==> config.mk <==
export PLATFORM = sky130hd
export DESIGN_NAME = throttle_ramp_brake_sequencer_flat
export DESIGN_NICKNAME = d
export VERILOG_FILES = /design/src/hdl/trbs_pkg.sv /design/src/hdl/trbs_if.sv /design/src/hdl/trbs_map.sv /design/src/hdl/trbs_seq.sv /design/src/hdl/throttle_ramp_brake_sequencer.sv /design/src/flat_wrapper.sv
export SDC_FILE = /design/constraint.sdc
export NUM_CORES = 2
export LEC_CHECK = 0
export BUFFER_PORTS_ARGS = -buffer_cell sky130_fd_sc_hd__buf_2
export CAP_MARGIN = 30
export CORE_ASPECT_RATIO = 2
export CORE_UTILIZATION = 55
export DETAILED_ROUTE_END_ITERATION = 7
export HOLD_SLACK_MARGIN = 0.03
export PLACE_DENSITY = 0.73
export REMOVE_ABC_BUFFERS = 1
export SLEW_MARGIN = 20
export SYNTH_ARGS = -nofsm -noshare
export SYNTH_HDL_FRONTEND = slang
export SYNTH_HIERARCHICAL = 1
export SYNTH_SLANG_ARGS = --single-unit
==> constraint.sdc <==
create_clock -name clock -period 10.4 [get_ports clock]
set_input_delay 1.04 -clock clock [delete_from_list [all_inputs] [get_ports clock]]
set_output_delay 1.04 -clock clock [all_outputs]
set_load 0.02 [all_outputs]
==> src/hdl/trbs_pkg.sv <==
`timescale 1ns / 1ps

package trbs_pkg;

   // Servo pulse width bits, fixed by the port fields
   localparam int WIDTH_BITS = 12;
   localparam int HOLD_BITS  = 10;
   localparam int STEP_BITS  = 8;
   localparam int BRAKE_BITS = 8;
   localparam int PCT_BITS   = 8;
   localparam int MAG_BITS   = 7;

   localparam int CSR_INDEX_BITS = 4;
   localparam int CSR_DATA_BITS  = 12;

   // Truncating divide by 100 as multiply by a scaled reciprocal
   localparam int RECIP_SHIFT = 26;
   localparam int RECIP_BITS  = 20;
   localparam logic [RECIP_BITS-1:0] RECIP = RECIP_BITS'(((2 ** RECIP_SHIFT) + 99) / 100);
   localparam int SPAN_K_BITS = WIDTH_BITS + RECIP_BITS;
   localparam int PROD_BITS   = SPAN_K_BITS + MAG_BITS;

   localparam logic signed [PCT_BITS-1:0] PCT_MAX = 8'sd100;
   localparam logic signed [PCT_BITS-1:0] PCT_MIN = -8'sd100;

   typedef logic [WIDTH_BITS-1:0] width_type;
   typedef logic [HOLD_BITS-1:0]  hold_type;
   typedef logic [SPAN_K_BITS-1:0] span_k_type;

   typedef enum logic [1:0] {
      DIR_FWD  = 2'd0,
      DIR_REV  = 2'd1,
      DIR_STOP = 2'd2
   } dir_type;

   typedef enum logic [2:0] {
      PH_IDLE       = 3'd0,
      PH_RAMP_FINAL = 3'd1,
      PH_RAMP_BRAKE = 3'd2,
      PH_BRAKE_HOLD = 3'd3,
      PH_RAMP_IDLE  = 3'd4,
      PH_SETTLE     = 3'd5
   } phase_type;

   // Register indexes on the csr channel
   localparam logic [CSR_INDEX_BITS-1:0] REG_IDLE_WIDTH      = 4'd0;
   localparam logic [CSR_INDEX_BITS-1:0] REG_FWD_MIN_WIDTH   = 4'd1;
   localparam logic [CSR_INDEX_BITS-1:0] REG_FWD_MAX_WIDTH   = 4'd2;
   localparam logic [CSR_INDEX_BITS-1:0] REG_REV_MIN_WIDTH   = 4'd3;
   localparam logic [CSR_INDEX_BITS-1:0] REG_REV_MAX_WIDTH   = 4'd4;
   localparam logic [CSR_INDEX_BITS-1:0] REG_STEP_SIZE       = 4'd5;
   localparam logic [CSR_INDEX_BITS-1:0] REG_STEP_HOLD_TICKS = 4'd6;
   localparam logic [CSR_INDEX_BITS-1:0] REG_BRAKE_PULSES    = 4'd7;

   typedef struct packed {
      width_type              idle_width;
      width_type              fwd_min_width;
      width_type              fwd_max_width;
      width_type              rev_min_width;
      width_type              rev_max_width;
      logic [STEP_BITS-1:0]   step_size;
      hold_type               step_hold_ticks;
      logic [BRAKE_BITS-1:0]  brake_pulses;
   } cfg_type;

   localparam cfg_type CFG_RESET = '{
      idle_width:      12'd1500,
      fwd_min_width:   12'd1550,
      fwd_max_width:   12'd2000,
      rev_min_width:   12'd1450,
      rev_max_width:   12'd1000,
      step_size:       8'd10,
      step_hold_ticks: 10'd10,
      brake_pulses:    8'd3
   };

   typedef struct packed {
      width_type width;
      logic      rev;
   } map_res_type;

   typedef struct packed {
      width_type pulse_width;
      logic      busy_res;
      dir_type   motion_dir;
      logic      accepted;
   } rslt_type;

endpackage

==> src/hdl/trbs_if.sv <==
`timescale 1ns / 1ps

interface trbs_req_if import trbs_pkg::*; ();
   logic                        valid;
   logic                        ready;
   logic                        req_type;
   logic signed [PCT_BITS-1:0]  percent;

   modport source (output valid, req_type, percent, input ready);
   modport sink (input valid, req_type, percent, output ready);
endinterface

interface trbs_rsp_if import trbs_pkg::*; ();
   logic       valid;
   logic       ready;
   width_type  pulse_width;
   logic       busy_res;
   logic [1:0] motion_dir;
   logic       accepted;

   modport source (output valid, pulse_width, busy_res, motion_dir, accepted, input ready);
   modport sink (input valid, pulse_width, busy_res, motion_dir, accepted, output ready);
endinterface

interface trbs_csr_if import trbs_pkg::*; ();
   logic                      valid;
   logic                      ready;
   logic [CSR_INDEX_BITS-1:0] index;
   logic [CSR_DATA_BITS-1:0]  wdata;

   modport source (output valid, index, wdata, input ready);
   modport sink (input valid, index, wdata, output ready);
endinterface

==> src/hdl/trbs_map.sv <==
`timescale 1ns / 1ps

module trbs_map import trbs_pkg::*; (
   input  logic                       clock,
   input  cfg_type                    cfg,
   input  logic signed [PCT_BITS-1:0] percent,
   output map_res_type                map_res
);

   logic signed [WIDTH_BITS:0]  span_fwd;
   logic signed [WIDTH_BITS:0]  span_rev;
   logic signed [WIDTH_BITS:0]  abs_fwd;
   logic signed [WIDTH_BITS:0]  abs_rev;
   span_k_type                  span_k_fwd_in;
   span_k_type                  span_k_rev_in;
   span_k_type                  span_k_fwd_ff;
   span_k_type                  span_k_rev_ff;
   logic                        neg_fwd_ff;
   logic                        neg_rev_ff;

   logic signed [PCT_BITS-1:0]  pct_clamp;
   logic signed [PCT_BITS-1:0]  pct_abs;
   logic [MAG_BITS-1:0]         mag;
   span_k_type                  span_k_sel;
   logic                        neg_sel;
   width_type                   base_sel;
   logic [PROD_BITS-1:0]        prod;
   width_type                   quot;

   // Span of each range, scaled by the reciprocal of 100; refreshed every cycle
   always_comb begin
      span_fwd = signed'({1'b0, cfg.fwd_max_width}) - signed'({1'b0, cfg.fwd_min_width});
      span_rev = signed'({1'b0, cfg.rev_max_width}) - signed'({1'b0, cfg.rev_min_width});
      abs_fwd  = span_fwd[WIDTH_BITS] ? -span_fwd : span_fwd;
      abs_rev  = span_rev[WIDTH_BITS] ? -span_rev : span_rev;
      span_k_fwd_in = {{RECIP_BITS{1'b0}}, abs_fwd[WIDTH_BITS-1:0]}
                      * {{WIDTH_BITS{1'b0}}, RECIP};
      span_k_rev_in = {{RECIP_BITS{1'b0}}, abs_rev[WIDTH_BITS-1:0]}
                      * {{WIDTH_BITS{1'b0}}, RECIP};
   end

   always_ff @(posedge clock) begin
      span_k_fwd_ff <= span_k_fwd_in;
      span_k_rev_ff <= span_k_rev_in;
      neg_fwd_ff    <= span_fwd[WIDTH_BITS];
      neg_rev_ff    <= span_rev[WIDTH_BITS];
   end

   always_comb begin
      if (percent > PCT_MAX) begin
         pct_clamp = PCT_MAX;
      end else if (percent < PCT_MIN) begin
         pct_clamp = PCT_MIN;
      end else begin
         pct_clamp = percent;
      end
      pct_abs = pct_clamp[PCT_BITS-1] ? -pct_clamp : pct_clamp;
      mag     = pct_abs[MAG_BITS-1:0];

      if (pct_clamp[PCT_BITS-1]) begin
         span_k_sel = span_k_rev_ff;
         neg_sel    = neg_rev_ff;
         base_sel   = cfg.rev_min_width;
      end else begin
         span_k_sel = span_k_fwd_ff;
         neg_sel    = neg_fwd_ff;
         base_sel   = cfg.fwd_min_width;
      end

      // Quotient truncates toward zero: divide the magnitude, then apply the sign
      prod = PROD_BITS'(mag) * PROD_BITS'(span_k_sel);
      quot = prod[RECIP_SHIFT +: WIDTH_BITS];

      map_res.rev = pct_clamp[PCT_BITS-1];
      if (pct_clamp == '0) begin
         map_res.width = cfg.idle_width;
      end else if (neg_sel) begin
         map_res.width = base_sel - quot;
      end else begin
         map_res.width = base_sel + quot;
      end
   end

endmodule

==> src/hdl/trbs_seq.sv <==
`timescale 1ns / 1ps

module trbs_seq import trbs_pkg::*; #(
   parameter int SETTLE_TICKS = 100
) (
   input  logic        clock,
   input  logic        reset,
   input  logic        advance,
   input  logic        cmd_item,
   input  map_res_type map_res,
   input  cfg_type     cfg,
   output rslt_type    rslt
);

   localparam hold_type SETTLE_HOLD = HOLD_BITS'(SETTLE_TICKS);

   typedef struct packed {
      width_type             cur;
      width_type             tgt;
      width_type             fin;
      dir_type               motion;
      phase_type             phase;
      hold_type              hold;
      logic [BRAKE_BITS-1:0] brake;
   } seq_state_type;

   seq_state_type st_ff;
   seq_state_type st_in;
   logic          acc;

   function automatic seq_state_type ramp_done(seq_state_type s, phase_type ph, cfg_type c);
      seq_state_type r;
      r = s;
      case (ph)
         PH_RAMP_BRAKE: begin
            r.phase = PH_BRAKE_HOLD;
            r.hold  = c.step_hold_ticks;
         end
         PH_RAMP_IDLE: begin
            r.phase = PH_SETTLE;
            r.hold  = SETTLE_HOLD;
         end
         default: begin
            r.phase = PH_IDLE;
            if (r.motion == DIR_STOP) begin
               r.motion = DIR_REV;
            end
         end
      endcase
      return r;
   endfunction

   // Jump at once if already there or never driven, else start stepping
   function automatic seq_state_type begin_ramp(seq_state_type s, width_type tgt,
                                                phase_type ph, cfg_type c);
      seq_state_type r;
      r     = s;
      r.tgt = tgt;
      if (tgt == s.cur || s.cur == '0) begin
         r.cur = tgt;
         r     = ramp_done(r, ph, c);
      end else begin
         r.phase = ph;
         r.hold  = c.step_hold_ticks;
      end
      return r;
   endfunction

   function automatic seq_state_type expire(seq_state_type s, cfg_type c);
      seq_state_type          r;
      logic [STEP_BITS-1:0]   step;
      logic [WIDTH_BITS:0]    cur_x;
      logic [WIDTH_BITS:0]    tgt_x;
      logic [WIDTH_BITS:0]    step_x;
      r      = s;
      step   = (c.step_size == '0) ? STEP_BITS'(1) : c.step_size;
      cur_x  = {1'b0, s.cur};
      tgt_x  = {1'b0, s.tgt};
      step_x = (WIDTH_BITS + 1)'(step);
      case (s.phase) inside
         PH_RAMP_FINAL, PH_RAMP_BRAKE, PH_RAMP_IDLE: begin
            if (s.cur > s.tgt && cur_x > tgt_x + step_x) begin
               r.cur  = s.cur - WIDTH_BITS'(step);
               r.hold = c.step_hold_ticks;
            end else if (s.cur <= s.tgt && cur_x + step_x < tgt_x) begin
               r.cur  = s.cur + WIDTH_BITS'(step);
               r.hold = c.step_hold_ticks;
            end else begin
               r.cur = s.tgt;
               r     = ramp_done(r, s.phase, c);
            end
         end
         PH_BRAKE_HOLD: begin
            if (s.brake > BRAKE_BITS'(1)) begin
               r.brake = s.brake - BRAKE_BITS'(1);
               r.hold  = c.step_hold_ticks;
            end else begin
               r.brake = '0;
               r       = begin_ramp(r, c.idle_width, PH_RAMP_IDLE, c);
            end
         end
         PH_SETTLE: begin
            r = begin_ramp(r, s.fin, PH_RAMP_FINAL, c);
         end
         default: begin
            r.phase = PH_IDLE;
         end
      endcase
      return r;
   endfunction

   always_ff @(posedge clock) begin
      if (reset) begin
         st_ff.cur    <= '0;
         st_ff.tgt    <= '0;
         st_ff.fin    <= '0;
         st_ff.motion <= DIR_FWD;
         st_ff.phase  <= PH_IDLE;
         st_ff.hold   <= '0;
         st_ff.brake  <= '0;
      end else if (advance) begin
         st_ff <= st_in;
      end
   end

   always_comb begin
      st_in = st_ff;
      acc   = 1'b0;
      if (advance) begin
         if (!cmd_item) begin
            if (st_ff.phase != PH_IDLE) begin
               if (st_ff.hold > HOLD_BITS'(1)) begin
                  st_in.hold = st_ff.hold - HOLD_BITS'(1);
               end else begin
                  st_in = expire(st_ff, cfg);
               end
            end
         end else if (st_ff.phase == PH_IDLE) begin
            acc       = 1'b1;
            st_in.fin = map_res.width;
            if (st_ff.motion == DIR_FWD && map_res.rev) begin
               st_in.motion = DIR_STOP;
               st_in.brake  = cfg.brake_pulses;
               if (cfg.brake_pulses == '0) begin
                  st_in = begin_ramp(st_in, cfg.idle_width, PH_RAMP_IDLE, cfg);
               end else begin
                  st_in = begin_ramp(st_in, cfg.rev_max_width, PH_RAMP_BRAKE, cfg);
               end
            end else begin
               st_in.motion = map_res.rev ? DIR_REV : DIR_FWD;
               st_in        = begin_ramp(st_in, map_res.width, PH_RAMP_FINAL, cfg);
            end
         end
      end
      rslt.pulse_width = st_in.cur;
      rslt.busy_res    = (st_in.phase != PH_IDLE);
      rslt.motion_dir  = st_in.motion;
      rslt.accepted    = acc;
   end

endmodule

==> src/hdl/throttle_ramp_brake_sequencer.sv <==
`timescale 1ns / 1ps

// Channel   Dir  Handshake       Payload
// req_chan  in   valid / ready   req_type (0 tick, 1 command), percent (signed 8)
// rsp_chan  out  valid / ready   pulse_width, busy_res, motion_dir, accepted
// csr_chan  in   valid / ready   index (register 0..7), wdata
//
// One request per clock while rsp_chan is not stalled and csr_chan.valid is low.
// A taken request is held in the input register and its response in the response
// register, around the single-pass sequencer logic; the percent map uses one 7x32 multiply.
// Reset is synchronous; req_chan.ready and csr_chan.ready are low while reset is high.
// A request is not taken in a cycle where csr_chan.valid is high.
// A stalled response holds in its register while the next request waits in the input one.

module throttle_ramp_brake_sequencer import trbs_pkg::*; #(
   parameter int SETTLE_TICKS = 100
) (
   input  logic    clock,
   input  logic    reset,
   trbs_req_if.sink   req_chan,
   trbs_rsp_if.source rsp_chan,
   trbs_csr_if.sink   csr_chan
);

   cfg_type                     cfg_ff;
   cfg_type                     cfg_in;
   logic                        csr_fire;

   logic                        in_valid_ff;
   logic                        in_type_ff;
   logic signed [PCT_BITS-1:0]  in_pct_ff;
   logic                        req_fire;
   logic                        advance;

   logic                        out_valid_ff;
   rslt_type                    rsp_ff;
   rslt_type                    rsp_in;
   map_res_type                 map_res;

   // Configuration registers: ready outside reset, unknown indexes drop the write
   assign csr_chan.ready = !reset;
   assign csr_fire       = csr_chan.valid && csr_chan.ready;

   always_comb begin
      cfg_in = cfg_ff;
      if (csr_fire) begin
         unique case (csr_chan.index)
            REG_IDLE_WIDTH:      cfg_in.idle_width      = csr_chan.wdata[WIDTH_BITS-1:0];
            REG_FWD_MIN_WIDTH:   cfg_in.fwd_min_width   = csr_chan.wdata[WIDTH_BITS-1:0];
            REG_FWD_MAX_WIDTH:   cfg_in.fwd_max_width   = csr_chan.wdata[WIDTH_BITS-1:0];
            REG_REV_MIN_WIDTH:   cfg_in.rev_min_width   = csr_chan.wdata[WIDTH_BITS-1:0];
            REG_REV_MAX_WIDTH:   cfg_in.rev_max_width   = csr_chan.wdata[WIDTH_BITS-1:0];
            REG_STEP_SIZE:       cfg_in.step_size       = csr_chan.wdata[STEP_BITS-1:0];
            REG_STEP_HOLD_TICKS: cfg_in.step_hold_ticks = csr_chan.wdata[HOLD_BITS-1:0];
            REG_BRAKE_PULSES:    cfg_in.brake_pulses    = csr_chan.wdata[BRAKE_BITS-1:0];
            default:             cfg_in = cfg_ff;
         endcase
      end
   end

   always_ff @(posedge clock) begin
      if (reset) begin
         cfg_ff <= CFG_RESET;
      end else begin
         cfg_ff <= cfg_in;
      end
   end

   // Advance the held request when the response register is free or draining.
   // Hold off requests during a csr write so the registered span products
   // are fresh when that request is worked on.
   assign advance        = in_valid_ff && (!out_valid_ff || rsp_chan.ready);
   assign req_chan.ready = !reset && !csr_chan.valid && (!in_valid_ff || advance);
   assign req_fire       = req_chan.valid && req_chan.ready;

   always_ff @(posedge clock) begin
      if (reset) begin
         in_valid_ff <= 1'b0;
      end else if (req_fire) begin
         in_valid_ff <= 1'b1;
      end else if (advance) begin
         in_valid_ff <= 1'b0;
      end
   end

   always_ff @(posedge clock) begin
      if (req_fire) begin
         in_type_ff <= req_chan.req_type;
         in_pct_ff  <= req_chan.percent;
      end
   end

   // Map percent into the forward or reverse pulse range, or zero to the idle width
   trbs_map u_map (
      .clock   (clock),
      .cfg     (cfg_ff),
      .percent (in_pct_ff),
      .map_res (map_res)
   );

   // Ramp, brake and settle sequencing; state moves once per advanced request
   trbs_seq #(
      .SETTLE_TICKS (SETTLE_TICKS)
   ) u_seq (
      .clock    (clock),
      .reset    (reset),
      .advance  (advance),
      .cmd_item (in_type_ff),
      .map_res  (map_res),
      .cfg      (cfg_ff),
      .rslt     (rsp_in)
   );

   // Response register
   always_ff @(posedge clock) begin
      if (reset) begin
         out_valid_ff <= 1'b0;
      end else if (advance) begin
         out_valid_ff <= 1'b1;
      end else if (rsp_chan.ready) begin
         out_valid_ff <= 1'b0;
      end
   end

   always_ff @(posedge clock) begin
      if (advance) begin
         rsp_ff <= rsp_in;
      end
   end

   assign rsp_chan.valid       = out_valid_ff;
   assign rsp_chan.pulse_width = rsp_ff.pulse_width;
   assign rsp_chan.busy_res    = rsp_ff.busy_res;
   assign rsp_chan.motion_dir  = rsp_ff.motion_dir;
   assign rsp_chan.accepted    = rsp_ff.accepted;

`ifndef ASSERT_OFF
   // A tick never reports a taken command
   a_tick_not_accepted: assert property (@(posedge clock) disable iff (reset)
      (advance && !in_type_ff) |=> !rsp_ff.accepted)
      else $error("tick request reported as accepted command");

   // Once the sequence ends, the brake direction has resolved to reverse
   a_idle_not_stopped: assert property (@(posedge clock) disable iff (reset)
      (out_valid_ff && !rsp_ff.busy_res) |-> (rsp_ff.motion_dir != DIR_STOP))
      else $error("idle response still shows stopped direction");

   // A request is never taken together with a csr write
   a_req_csr_apart: assert property (@(posedge clock) disable iff (reset)
      req_fire |-> !csr_fire)
      else $error("request taken during csr write");

   // Every advanced request lands in the response register
   a_advance_fills_rsp: assert property (@(posedge clock) disable iff (reset)
      advance |=> out_valid_ff)
      else $error("advanced request produced no response");
`endif

endmodule
==> src/flat_wrapper.sv <==
// flat-port wrapper written by rule: the top's interface ports become plain ports
module throttle_ramp_brake_sequencer_flat import trbs_pkg::*;
#(
   parameter int SETTLE_TICKS = 100
)
  (clock, reset, req_chan_valid, req_chan_req_type, req_chan_percent, req_chan_ready, rsp_chan_valid, rsp_chan_pulse_width, rsp_chan_busy_res, rsp_chan_motion_dir, rsp_chan_accepted, rsp_chan_ready, csr_chan_valid, csr_chan_index, csr_chan_wdata, csr_chan_ready);
  trbs_req_if req_chan_i ();
  trbs_rsp_if rsp_chan_i ();
  trbs_csr_if csr_chan_i ();
  input  logic clock;
  input  logic reset;
  input wire logic [$bits(req_chan_i.valid)-1:0] req_chan_valid;
  input wire logic [$bits(req_chan_i.req_type)-1:0] req_chan_req_type;
  input wire logic [$bits(req_chan_i.percent)-1:0] req_chan_percent;
  output wire logic [$bits(req_chan_i.ready)-1:0] req_chan_ready;
  output wire logic [$bits(rsp_chan_i.valid)-1:0] rsp_chan_valid;
  output wire logic [$bits(rsp_chan_i.pulse_width)-1:0] rsp_chan_pulse_width;
  output wire logic [$bits(rsp_chan_i.busy_res)-1:0] rsp_chan_busy_res;
  output wire logic [$bits(rsp_chan_i.motion_dir)-1:0] rsp_chan_motion_dir;
  output wire logic [$bits(rsp_chan_i.accepted)-1:0] rsp_chan_accepted;
  input wire logic [$bits(rsp_chan_i.ready)-1:0] rsp_chan_ready;
  input wire logic [$bits(csr_chan_i.valid)-1:0] csr_chan_valid;
  input wire logic [$bits(csr_chan_i.index)-1:0] csr_chan_index;
  input wire logic [$bits(csr_chan_i.wdata)-1:0] csr_chan_wdata;
  output wire logic [$bits(csr_chan_i.ready)-1:0] csr_chan_ready;
  assign req_chan_i.valid = req_chan_valid;
  assign req_chan_i.req_type = req_chan_req_type;
  assign req_chan_i.percent = req_chan_percent;
  assign req_chan_ready = req_chan_i.ready;
  assign rsp_chan_valid = rsp_chan_i.valid;
  assign rsp_chan_pulse_width = rsp_chan_i.pulse_width;
  assign rsp_chan_busy_res = rsp_chan_i.busy_res;
  assign rsp_chan_motion_dir = rsp_chan_i.motion_dir;
  assign rsp_chan_accepted = rsp_chan_i.accepted;
  assign rsp_chan_i.ready = rsp_chan_ready;
  assign csr_chan_i.valid = csr_chan_valid;
  assign csr_chan_i.index = csr_chan_index;
  assign csr_chan_i.wdata = csr_chan_wdata;
  assign csr_chan_ready = csr_chan_i.ready;
  throttle_ramp_brake_sequencer #(.SETTLE_TICKS(SETTLE_TICKS)) u_core (.clock(clock), .reset(reset), .req_chan(req_chan_i), .rsp_chan(rsp_chan_i), .csr_chan(csr_chan_i));
endmodule
==> run_results.csv <==
group,metric,value,unit
placed_design,io_buffers,48,
synthesis,synthFlopType,"dfxtp_1",
route,via_count,27576,
sta,finalWorstSetupSlack,-0.217,ns
setup_path,cp_data_required_time,10.87,ns
global_route,grt_overflow_total,0,
layout,final_cells,4508,
route,ant_nets,0,
outcome,status,"complete, but fails checks",
min_path,min_path_type,"reg -> reg",
global_route,grt_pass1_wl,160000,microns
synthesis,avgSynthCellArea,8.46,sq um
placed_design,gp_congestion,1.01,
placed_design,detailed_place.area,0.0328,sq mm
setup_path,crit_path_start_kind,"flop",
synthesis,yosysMostFrequentCell,"inv_1",
route,wl_per_cell,23.0,microns
sta,fin_crit_sh,1.02,
synthesis,synthTopCellsByCount,"484 x inv_1, 348 x ha_1, 348 x nor2_1, 293 x fa_1, 252 x a21oi_1",
setup_path,timing.rr.start,"u_core/in_pct_ff[3]$_DFFE_PP_",
global_route,grt_pass1_vias,28910,
synthesis,yosys.area.top_type,"fa_1",
setup_path,r2r-end,"u_core/u_seq/st_ff[51]$_SDFFE_PP0P_",
synthesis,ys_ff_latch,238,
floorplan,start_util,0.555,
synthesis,ys_top_cells_by_area,"fa_1 19%, ha_1 14%, dfxtp_1 14%",
route,wl,104000,microns
route,via_per_inst,6.12,
clocking,clock-sinks,238,
sta,clock.fmax,94.2,MHz
sta,rsz0062_at_grt,"true",
global_route,grtUsageTotal,0.378,
clocking,cts_max_level,1,
layout,n_fill_cell,4596,
global_route,antenna_found_initial,4,
route,drt_iter0_drc,2126,
setup_path,cp.arrival,11.08,ns
run,cap_violations,0,
clocking,cts_root_buffer,"clkbuf_16",
setup_path,critical_path.max_fanout,7,
outcome,violations,"setup timing",
synthesis,synth_seq_area_share,0.166,
sta,maxSlewViolCount,0,
min_path,hold_depth,2,
floorplan,io_pins,49,
setup_path,cp-end-kind,"flop",
layout,drive_gt1_frac,0.180,
route,drc,0,
sta,worst_slew_pin_slew,1.05,ns
floorplan,die-area,0.0559,sq mm
floorplan,die_y,333,microns
setup_path,cpMaxStageDelayCell,"fa_1",
synthesis,yosysUniqueCellTypes,101,
synthesis,synth_edf_count,25,
sta,hold_violations,0,
clocking,clk_path_buf_depth,3,
synthesis,synthArstFlopShare,0,
min_path,min_to,"u_core/cfg_ff[10]$_SDFFE_PP0P_",
layout,area_delta_synth_final,16.1,%
floorplan,core.rowCount,121,
setup_path,slowest_delay,0.55,ns
clocking,clk_pin_slew,0.07,ns
placed_design,dp.cells,4426,
floorplan,die_w,168,microns
layout,fin_area,0.0350,sq mm
synthesis,syn_area,0.0302,sq mm
setup_path,r2r_cells,56,
floorplan,core,0.0544,sq mm
synthesis,synthCells,3569,
setup_path,reg2reg_setup_slack,-0.22,ns
route,drt_pass1_iterations,6,
synthesis,synth_top_area_frac,0.194,
sta,max_slew_margin,0.302,
placed_design,hpwl,81700,microns
synthesis,synth_warnings,6,
clocking,numCtsBuffers,24,
min_path,hold_start,"u_core/cfg_ff[10]$_SDFFE_PP0P_",
setup_path,crit_type,"reg -> reg",
global_route,grt_start_max_net_pins,67,
sta,fin_crit,10.62,ns
clocking,clock_latency,0.58,ns
clocking,cts_tree,"done",
layout,fin_nets,4482,
sta,setup_viol,33,
sta,finClkSkew,0.0118,ns
==> cell type report <==
type                       instances  area, sq um  share of cell area
sequential                       238         5010               0.143
clock buffer                      34          689              0.0197
multi-input combinational       2681        23600               0.673
tap                              676          846              0.0241
clock inverter                    10          101             0.00289
inverter                         486         1830              0.0521
antenna                            3         7.51            0.000214
timing repair buffer             380         2970              0.0848
==> critical path: cells and delay by family (launching register included) <==
kind,cells,cell delay [ns]
adders and majority gates,8,2.88
DFF,1,0.39
AOI/OAI and AO/OA,15,2.94
xor gates and xnor gates,5,0.85
buffers and inverters,14,1.46
and+or+nand+nor,14,1.92
==> routing by layer <==
layer / GRT usage / share of wire / vias to the layer above
met3: 0.0654 / 0.049 / 559
li1: - / - / 12608
met1: 0.341 / 0.31 / 13319
met2: 0.680 / 0.51 / 1090
met5: 0.00710 / 0 / -
met4: 0.406 / 0.12 / 0
==> registers in the layout, summed over array words and instances (netlist names) <==
| name | cells |
|---|---|
| u_core/rsp_chan.accepted | 1 |
| u_core/rsp_chan.valid | 1 |
| u_core/rsp_chan.busy_res | 1 |
| u_core/cfg_ff | 86 |
| u_core/rsp_chan.pulse_width | 12 |
| u_core/u_map/span_k_rev_ff | 32 |
| u_core/u_map/span_k_fwd_ff | 32 |
| u_core/in_type_ff | 1 |
| u_core/u_map/neg_fwd_ff | 1 |
| u_core/in_valid_ff | 1 |
| u_core/rsp_chan.motion_dir | 2 |
| u_core/u_seq/st_ff | 59 |
| u_core/in_pct_ff | 8 |
| u_core/u_map/neg_rev_ff | 1 |
==> placed cells by master, fill, tap and decap left out, drive strengths merged, types with 32 or more instances in the layout <==
cell type,synthesis,final
inv,485,488
buf,71,380
nor2,352,352
ha,348,348
fa,293,293
a21oi,252,252
dfxtp,213,213
nand2,198,198
o21ai,188,188
xnor2,111,111
xor2,100,100
nand3,98,98
nor3,83,83
nand2b,57,57
a211oi,39,39
nor2b,36,36
mux2i,34,34
clkbuf,93,34
a31oi,32,32
==> per-stage QoR <==
| stage | utilization | worst slack, ns | setup TNS, ns | hold WS (ns) |
|---|---|---|---|---|
| floorplan | - | -1.88 | -60.86 | 0.447 |
| global placement | 0.603 | -1.09 | -31.91 | 0.464 |
| detailed placement | 0.603 | -1.34 | -40.06 | 0.471 |
| CTS | 0.639 | -0.188 | -3.07 | 0.481 |
| global route | 0.645 | -0.765 | -23.86 | 0.507 |
| finish | 0.645 | -0.217 | -3.69 | 0.479 |
==> how the worst max path moves through the flow <==
stage,start,endpoint,cells past startpoint
finish,u_core/in_pct_ff[3]$_DFFE_PP_,u_core/u_seq/st_ff[51]$_SDFFE_PP0P_,56
global route,u_core/in_pct_ff[3]$_DFFE_PP_,u_core/u_seq/st_ff[51]$_SDFFE_PP0P_,55
CTS,u_core/in_pct_ff[4]$_DFFE_PP_,u_core/u_seq/st_ff[8]$_SDFFE_PP0P_,58
detailed placement,u_core/in_pct_ff[3]$_DFFE_PP_,u_core/u_seq/st_ff[17]$_SDFFE_PP0P_,52
global placement,u_core/in_pct_ff[3]$_DFFE_PP_,u_core/u_seq/st_ff[9]$_SDFFE_PP0P_,50
floorplan,u_core/in_pct_ff[4]$_DFFE_PP_,u_core/u_seq/st_ff[9]$_SDFFE_PP0P_,45
==> timing repair <==
| action | in CTS | in global routing |
|---|---|---|
| hold buffers | 0 | 0 |
| cloned | 2 | 0 |
| buffers inserted | 27 | 8 |
| pin swaps | 144 | 88 |
| gates resized for setup | 203 | 70 |
| hold endpoints to repair | 0 | 0 |
| endpoints found under the setup margin | 37 | 38 |
==> cell families after synthesis <==
group	count (synthesis)	synth area share
buffers and inverters	650	0.0880
adder cells (fa/ha/maj)	641	0.339
XOR/XNOR	211	0.0612
AO/OA/AOI/OAI	787	0.169
AND/OR/NAND/NOR	993	0.161
multiplexers	49	0.0170
flip-flops	238	0.166
Power is left out: the tool's default activity adds up to more than one toggle a clock period on the data nets, which glitch-free logic cannot reach.
